$ cat src/design/tnp_pkg.sv
// Shared constants, codes and types of the terrain normal packer.
`default_nettype none
package tnp_pkg;

    localparam int MAX_WIDTH = 1024;
    localparam int COL_W     = $clog2(MAX_WIDTH);
    localparam int WIDTH_W   = COL_W + 1;
    localparam int ROW_W     = 16;
    localparam int ELEV_BITS = 16;
    localparam int GAIN_W    = 24;
    localparam int CFG_W     = 24;
    localparam int CFG_IDX_W = 3;
    localparam int XY_SCALE  = 1023;
    localparam int Z_SCALE   = 1023;

    // Arithmetic widths
    localparam int DIFF_W    = ELEV_BITS + 1;
    localparam int MAG_W     = ELEV_BITS;
    localparam int PROD_W    = MAG_W + GAIN_W + 1;
    localparam int SH_W      = 31;
    localparam int SHIFT_MAX = PROD_W - SH_W;
    localparam int SHIFT_W   = $clog2(SHIFT_MAX + 1);
    localparam int SQ_W      = 2 * SH_W;
    localparam int ACC_W     = 64;
    localparam int LEN_W     = 32;
    localparam int NUM_W     = LEN_W + 1;
    localparam int Q_W       = 11;
    localparam int DIV_STEPS = Q_W;
    localparam int DIVN_W    = NUM_W + 10;
    localparam int SQRT_STEPS = ACC_W / 2;
    localparam int SQ_TERMS  = 3;
    localparam int CNT_W     = $clog2(SQRT_STEPS + 1);

    // Register indexes
    localparam logic [CFG_IDX_W-1:0] REG_GRID_WIDTH  = 3'd0;
    localparam logic [CFG_IDX_W-1:0] REG_GRID_HEIGHT = 3'd1;
    localparam logic [CFG_IDX_W-1:0] REG_COL_GAIN    = 3'd2;
    localparam logic [CFG_IDX_W-1:0] REG_ROW_GAIN    = 3'd3;
    localparam logic [CFG_IDX_W-1:0] REG_FLAT_TERM   = 3'd4;

    localparam logic [WIDTH_W-1:0] RST_GRID_WIDTH  = 11'd1024;
    localparam logic [ROW_W-1:0]   RST_GRID_HEIGHT = 16'd1024;
    localparam logic [GAIN_W-1:0]  RST_GAIN        = 24'd256;

    // Normal jobs of one sample, in emission order
    localparam logic [1:0] JOB_UPPER  = 2'd0;
    localparam logic [1:0] JOB_LEFT   = 2'd1;
    localparam logic [1:0] JOB_CORNER = 2'd2;
    localparam logic [1:0] JOB_DONE   = 2'd3;

    // Component selects
    localparam logic [1:0] SEL_X = 2'd0;
    localparam logic [1:0] SEL_Y = 2'd1;
    localparam logic [1:0] SEL_Z = 2'd2;

    typedef enum logic [11:0] {
        S_IDLE    = 12'b0000_0000_0001,
        S_RD_CUR  = 12'b0000_0000_0010,
        S_RD_NEXT = 12'b0000_0000_0100,
        S_WR_LINE = 12'b0000_0000_1000,
        S_JOB_SEL = 12'b0000_0001_0000,
        S_LOAD    = 12'b0000_0010_0000,
        S_SCALE   = 12'b0000_0100_0000,
        S_SQUARE  = 12'b0000_1000_0000,
        S_SQRT    = 12'b0001_0000_0000,
        S_DIV     = 12'b0010_0000_0000,
        S_EMIT    = 12'b0100_0000_0000,
        S_FINISH  = 12'b1000_0000_0000
    } t_state;

    typedef struct packed {
        logic       accept;
        logic       rd_cur;
        logic       rd_next;
        logic       wr_line;
        logic       load;
        logic [1:0] job;
        logic       scale;
        logic       mul_en;
        logic [1:0] mul_sel;
        logic       acc_en;
        logic       sqrt_init;
        logic       sqrt_step;
        logic       div_init;
        logic       div_step;
        logic [1:0] div_sel;
        logic       emit;
        logic       finish;
    } t_cmd;

    typedef struct packed {
        logic [3:0] job_valid;
        logic       out_free;
    } t_status;

endpackage
`default_nettype wire

$ cat src/design/tnp_ctrl.sv
// Sequencer: line buffer access, per-normal job loop, sqrt and divide steps.
`default_nettype none
module tnp_ctrl (
    input  logic             i_clk,
    input  logic             i_rst_n,
    input  logic             i_in_valid,
    output logic             o_in_ready,
    input  tnp_pkg::t_status i_status,
    output tnp_pkg::t_cmd    o_cmd
);
    import tnp_pkg::*;

    t_state           r_state, n_state;
    logic [1:0]       r_job, n_job;
    logic [1:0]       r_dsel, n_dsel;
    logic [CNT_W-1:0] r_cnt, n_cnt;

    always_ff @(posedge i_clk) begin
        if (!i_rst_n) begin
            r_state <= S_IDLE;
            r_job   <= JOB_UPPER;
            r_dsel  <= SEL_X;
            r_cnt   <= '0;
        end else begin
            r_state <= n_state;
            r_job   <= n_job;
            r_dsel  <= n_dsel;
            r_cnt   <= n_cnt;
        end
    end

    // Next state and commands
    always_comb begin
        n_state    = r_state;
        n_job      = r_job;
        n_dsel     = r_dsel;
        n_cnt      = r_cnt;
        o_cmd      = '0;
        o_in_ready = 1'b0;
        case (r_state)
            // input closed while reset is held
            S_IDLE: begin
                o_in_ready = i_rst_n;
                if (i_in_valid && i_rst_n) begin
                    o_cmd.accept = 1'b1;
                    n_state      = S_RD_CUR;
                end
            end
            S_RD_CUR: begin
                o_cmd.rd_cur = 1'b1;
                n_state      = S_RD_NEXT;
            end
            S_RD_NEXT: begin
                o_cmd.rd_next = 1'b1;
                n_state       = S_WR_LINE;
            end
            S_WR_LINE: begin
                o_cmd.wr_line = 1'b1;
                n_job         = JOB_UPPER;
                n_state       = S_JOB_SEL;
            end
            S_JOB_SEL: begin
                if (r_job == JOB_DONE) begin
                    n_state = S_FINISH;
                end else if (i_status.job_valid[r_job]) begin
                    n_state = S_LOAD;
                end else begin
                    n_job = r_job + 2'd1;
                end
            end
            S_LOAD: begin
                o_cmd.load = 1'b1;
                o_cmd.job  = r_job;
                n_state    = S_SCALE;
            end
            S_SCALE: begin
                o_cmd.scale = 1'b1;
                n_cnt       = '0;
                n_state     = S_SQUARE;
            end
            // one square per cycle, accumulated from its product register
            S_SQUARE: begin
                o_cmd.mul_en  = (r_cnt < CNT_W'(SQ_TERMS));
                o_cmd.mul_sel = r_cnt[1:0];
                o_cmd.acc_en  = (r_cnt != '0);
                if (r_cnt == CNT_W'(SQ_TERMS)) begin
                    n_cnt   = '0;
                    n_state = S_SQRT;
                end else begin
                    n_cnt = r_cnt + 1'b1;
                end
            end
            S_SQRT: begin
                o_cmd.sqrt_init = (r_cnt == '0);
                o_cmd.sqrt_step = (r_cnt != '0);
                if (r_cnt == CNT_W'(SQRT_STEPS)) begin
                    n_cnt   = '0;
                    n_dsel  = SEL_X;
                    n_state = S_DIV;
                end else begin
                    n_cnt = r_cnt + 1'b1;
                end
            end
            S_DIV: begin
                o_cmd.div_sel  = r_dsel;
                o_cmd.div_init = (r_cnt == '0);
                o_cmd.div_step = (r_cnt != '0);
                if (r_cnt == CNT_W'(DIV_STEPS)) begin
                    n_cnt = '0;
                    if (r_dsel == SEL_Z) begin
                        n_state = S_EMIT;
                    end else begin
                        n_dsel = r_dsel + 2'd1;
                    end
                end else begin
                    n_cnt = r_cnt + 1'b1;
                end
            end
            S_EMIT: begin
                if (i_status.out_free) begin
                    o_cmd.emit = 1'b1;
                    n_job      = r_job + 2'd1;
                    n_state    = S_JOB_SEL;
                end
            end
            S_FINISH: begin
                o_cmd.finish = 1'b1;
                n_state      = S_IDLE;
            end
            default: begin
                n_state = S_IDLE;
            end
        endcase
    end

endmodule
`default_nettype wire

$ cat config.mk
export PLATFORM = sky130hd
export DESIGN_NAME = tnp_ctrl
export DESIGN_NICKNAME = d
export VERILOG_FILES = /design/src/design/tnp_pkg.sv /design/src/design/tnp_ctrl.sv
export SDC_FILE = /design/constraint.sdc
export NUM_CORES = 1
export LEC_CHECK = 0
export ABC_AREA = 0
export BUFFER_PORTS_ARGS = -buffer_cell sky130_fd_sc_hd__buf_2
export CORE_ASPECT_RATIO = 0.5
export CORE_UTILIZATION = 50
export DETAILED_ROUTE_END_ITERATION = 6
export PLACE_DENSITY = 0.72
export SLEW_MARGIN = 5
export SYNTH_ARGS = -nofsm -noshare
export SYNTH_HDL_FRONTEND = slang
export SYNTH_SLANG_ARGS = --single-unit
$ cat constraint.sdc
create_clock -name i_clk -period 3.2 [get_ports i_clk]
set_input_delay 0.16 -clock i_clk [delete_from_list [all_inputs] [get_ports i_clk]]
set_output_delay 0.16 -clock i_clk [all_outputs]
set_load 0.01 [all_outputs]
==> summary by stage <==
Run status
The flow ran to the end, and the final reports show no timing, DRC or antenna violations.

Clocking
CTS built an H-tree with a depth of 1. The TritonCTS clock tree is yes. Post-CTS repair changed the size of 0 cells. The number of clock buffers inserted by TritonCTS is 3. For the worst-skew pair, the clock arrives at the later sink with an insertion delay of 0.27 ns. In this run the post-CTS setup repair buffer count came out at 0. In this run, post-CTS hold repair placed 0 buffers.

The clock passes through at most 2 buffers. The CTS sink count is 22. Clock-pin slew was measured on the worst setup and hold paths at 0.09 ns. The root buffer cell chosen for the clock tree is sky130_fd_sc_hd__clkbuf_8.

Placement
The number of buffers added on ports is 28. The final RePlAce weighted congestion is 0.8414. Once placement finished, the instance area stood at 0.001792 mm².

The wire-length estimate of the detail-placed layout is 3014 µm. The number of placed cells counting well taps is 261. Prior to clock tree synthesis, the placed netlist has a worst setup slack of 0.9565 ns.

Floorplan
The floorplan has 14 rows. The number of top-level pins is 29. The x dimension of the die is 83.62 µm.

The total die area is 0.003580 mm². For this configuration, the core starts out at a cell density of 0.5402. The total area inside the core boundary comes to 0.003083 mm². In this run the vertical extent of the chip is 42.81 µm.

Finish
The area growth from synthesis to layout is 10.89%. The net count reported at finish is 238. The number of non-filler instances in the completed layout is 265. The layout cell share with drive strength beyond 1 is 0.2400.

The post-route cell area is 0.001847 mm². Fill cells in the final layout number 290. The antenna diode count is 0.

Min path
The worst min-delay path startpoint is i_in_valid. The path class of the tightest hold or removal check is in2reg. The worst hold path terminates at r_state[1].

The hold path depth is 3.

Synth
By count the netlist is led by sky130_fd_sc_hd__nor2_1 (29), sky130_fd_sc_hd__dfxtp_1 (22), sky130_fd_sc_hd__nand2_1 (13), sky130_fd_sc_hd__inv_1 (11), sky130_fd_sc_hd__nor3_1 (9). The async set-reset flop share out of synthesis is 0. The post-synthesis cell type with the largest combined area is sky130_fd_sc_hd__dfxtp_1.

Yosys printed 0 warnings. Of the post-synthesis cell area, the dominant cell type holds 0.2645. The number of flops mapped to enable cells by yosys is 0.

The area of the mapped netlist is 0.001665 mm². The synthesis-stage register bit count is 22. The share of the Yosys chip area taken by registers is 0.2645. In the post-synthesis netlist, the biggest area contributors are sky130_fd_sc_hd__dfxtp_1 (26%), sky130_fd_sc_hd__nor2_1 (6.5%), sky130_fd_sc_hd__ha_1 (3.0%).

The mean area per synthesized cell is 8.244 µm². Synthesis produced a netlist with a net count of 214. The distinct cell type count after synthesis is 57. The most common flop cell mapped by yosys is sky130_fd_sc_hd__dfxtp_1. The synthesized instance count is 202. In the post-synthesis netlist, the cell with the most instances is sky130_fd_sc_hd__nor2_1.

STA
The maximum achievable frequency is 423.5 MHz. The final number of hold-violating endpoints is 0. The final hold slack is 0.2147 ns. The shortest period the worst path allows is 2.362 ns. The final setup violation count is 0. The final worst clock skew is 0.004351 ns. Setup repair after global routing left no endpoint under its margin. The share of the cycle needed by the critical path after routing is 0.7380.

The number of max-slew violations in the final report is 0. The setup TNS is 0 ns. Across all setup checks in the final design, the least slack found is 0.8385 ns. The worst-case headroom to the max-slew limit is 0.4290. At the pin with the least slew margin, the transition time is 0.8455 ns.

Detailed routing
The post-route antenna net violation count is 0. In the routed design, unresolved DRC markers number 0. In the routed layout, each cell is associated on average with a via count of 6.079. In the final routed layout, each cell accounts on average for 14.85 µm. Detailed routing inserted a total of 1611 vias. The first routing iteration left 98 violations. The detailed-route wire length is 3934 µm. The number of detailed-routing iterations run before antenna repair is 4.

Setup path
The data arrival time at the worst-slack endpoint is 2.20 ns. The type of element capturing the critical path is a primary output. The depth of the worst register-to-register path is 6.

At the worst endpoint, the required time is 3.04 ns. The highest fanout seen on the critical path is 10. The worst register-to-register path begins at r_cnt[0]. The critical path is of the reg2out type. The type of element launching the critical path is a flip-flop. The end of the worst register-to-register path is r_state[5]. The timing startpoint of the critical path is r_state[8]. The register-to-register setup slack is 0.89 ns.

Pwr
The analysis attributes to cell leakage a power of 0.7649 nW. For this design the ratio of total power to cell area is 303.1 mW/mm². The worst-case IR drop observed on VDD is 0.0001823 V.

Global routing
For this run, global-route usage on met3 was measured as 0.06420. For met1 alone, demand over resource in global routing was 0.3064. The global-route usage over all layers is 0.2290. The via count of the first global-routing pass is 1360. The number of antenna violations at the first check in global routing is 0. The total congestion overflow after global routing is 0. The busiest metal layer after global routing is met2. The pin count of the biggest net entering global routing is 13. For this run, global-route usage on met2 was measured as 0.3724. The first global-routing pass estimated 6465 µm of wire.

Job
The count of max-cap constraint violations is 0.
-- flip-flops by register name, summed over array words and instances, names as in the netlist --
register,flops
r_cnt,6
r_dsel,2
r_job,2
r_state,12
-- metal layers --
layer / vias up / wire (µm)
li1: 806 / -
met1: 756 / 1900
met2: 45 / 1756
met3: 4 / 263
met4: 0 / 13
met5: - / 0
-- area by class of cell --
type	instances	area [µm²]	area share
multi-input cells	159	1112	0.6023
flip-flops and latches	22	440.4	0.2385
repair buffers	29	147.6	0.07995
clock buffers	4	55.05	0.02981
well taps	40	50.05	0.02710
inverters	11	41.29	0.02236
-- kinds of logic after synthesis --
logic type               Yosys count  synth area share
AO/OA/AOI/OAI                     37            0.1826
buffers and inverters             21           0.06761
XOR/XNOR                           3           0.01578
multiplexers                       4           0.03155
flip-flops                        22            0.2645
adder cells (fa/ha/maj)            4           0.03005
AND/OR/NAND/NOR                  111            0.4080
-- how the worst max path moves through the flow --
stage / depth (start not counted) / end / slack, ns
floorplan: 6 / r_state[5] / 1.18
global placement: 6 / r_state[5] / 1.04
detailed placement: 6 / r_state[5] / 0.96
CTS: 6 / o_cmd[14] / 0.86
global route: 6 / o_cmd[14] / 0.71
finish: 6 / o_cmd[14] / 0.84
-- cells in the final DEF (no fill, tap or decap), types with 2 or more instances in the layout --
master                      count
sky130_fd_sc_hd__a21o_1         2
sky130_fd_sc_hd__a21oi_1        7
sky130_fd_sc_hd__a221o_1        2
sky130_fd_sc_hd__a311oi_1       2
sky130_fd_sc_hd__a31oi_1        2
sky130_fd_sc_hd__and2_1         4
sky130_fd_sc_hd__and3_1         3
sky130_fd_sc_hd__and3b_1        2
sky130_fd_sc_hd__and4_1         2
sky130_fd_sc_hd__buf_2         28
sky130_fd_sc_hd__clkbuf_8       4
sky130_fd_sc_hd__dfxtp_1       22
sky130_fd_sc_hd__ha_1           4
sky130_fd_sc_hd__inv_1         11
sky130_fd_sc_hd__mux2i_1        3
sky130_fd_sc_hd__nand2_1       13
sky130_fd_sc_hd__nand2b_1       3
sky130_fd_sc_hd__nand3_1        7
sky130_fd_sc_hd__nand4_1        5
sky130_fd_sc_hd__nor2_1        29
sky130_fd_sc_hd__nor2b_1        2
sky130_fd_sc_hd__nor3_1         9
sky130_fd_sc_hd__nor3b_1        3
sky130_fd_sc_hd__nor4_1         4
sky130_fd_sc_hd__nor4_2         3
sky130_fd_sc_hd__o2111ai_1      3
sky130_fd_sc_hd__o21ai_0        7
sky130_fd_sc_hd__or2_2          2
sky130_fd_sc_hd__or3_1          4
sky130_fd_sc_hd__or4_1          2
sky130_fd_sc_hd__or4_4          3
sky130_fd_sc_hd__or4b_2         2
sky130_fd_sc_hd__xor2_1         2
-- power by group --
group	total, W	switching [W]	internal, W
combinational	0.0000712	0.0000410	0.0000302
clock	0.000207	0.0000972	0.000110
sequential	0.000281	0.00000542	0.000276
-- critical path, stage by stage, from the launching register on --
cell and delay [ns]:
sky130_fd_sc_hd__dfxtp_1 0.41, sky130_fd_sc_hd__or4_4 0.64, sky130_fd_sc_hd__nor2_1 0.35, sky130_fd_sc_hd__nand3_1 0.19, sky130_fd_sc_hd__inv_1 0.09, sky130_fd_sc_hd__and2_1 0.12
sky130_fd_sc_hd__buf_2 0.12
-- stage by stage --
step / power [W] / util
detailed placement: 0.0003589 / 0.5812
finish: 0.0005598 / 0.5990
CTS: 0.0005630 / 0.5990
global route: 0.0005827 / 0.5990
global placement: 0.0003572 / 0.5812
floorplan: 0.0003408 / -
Note: power is estimated with default switching activity, not from simulation.
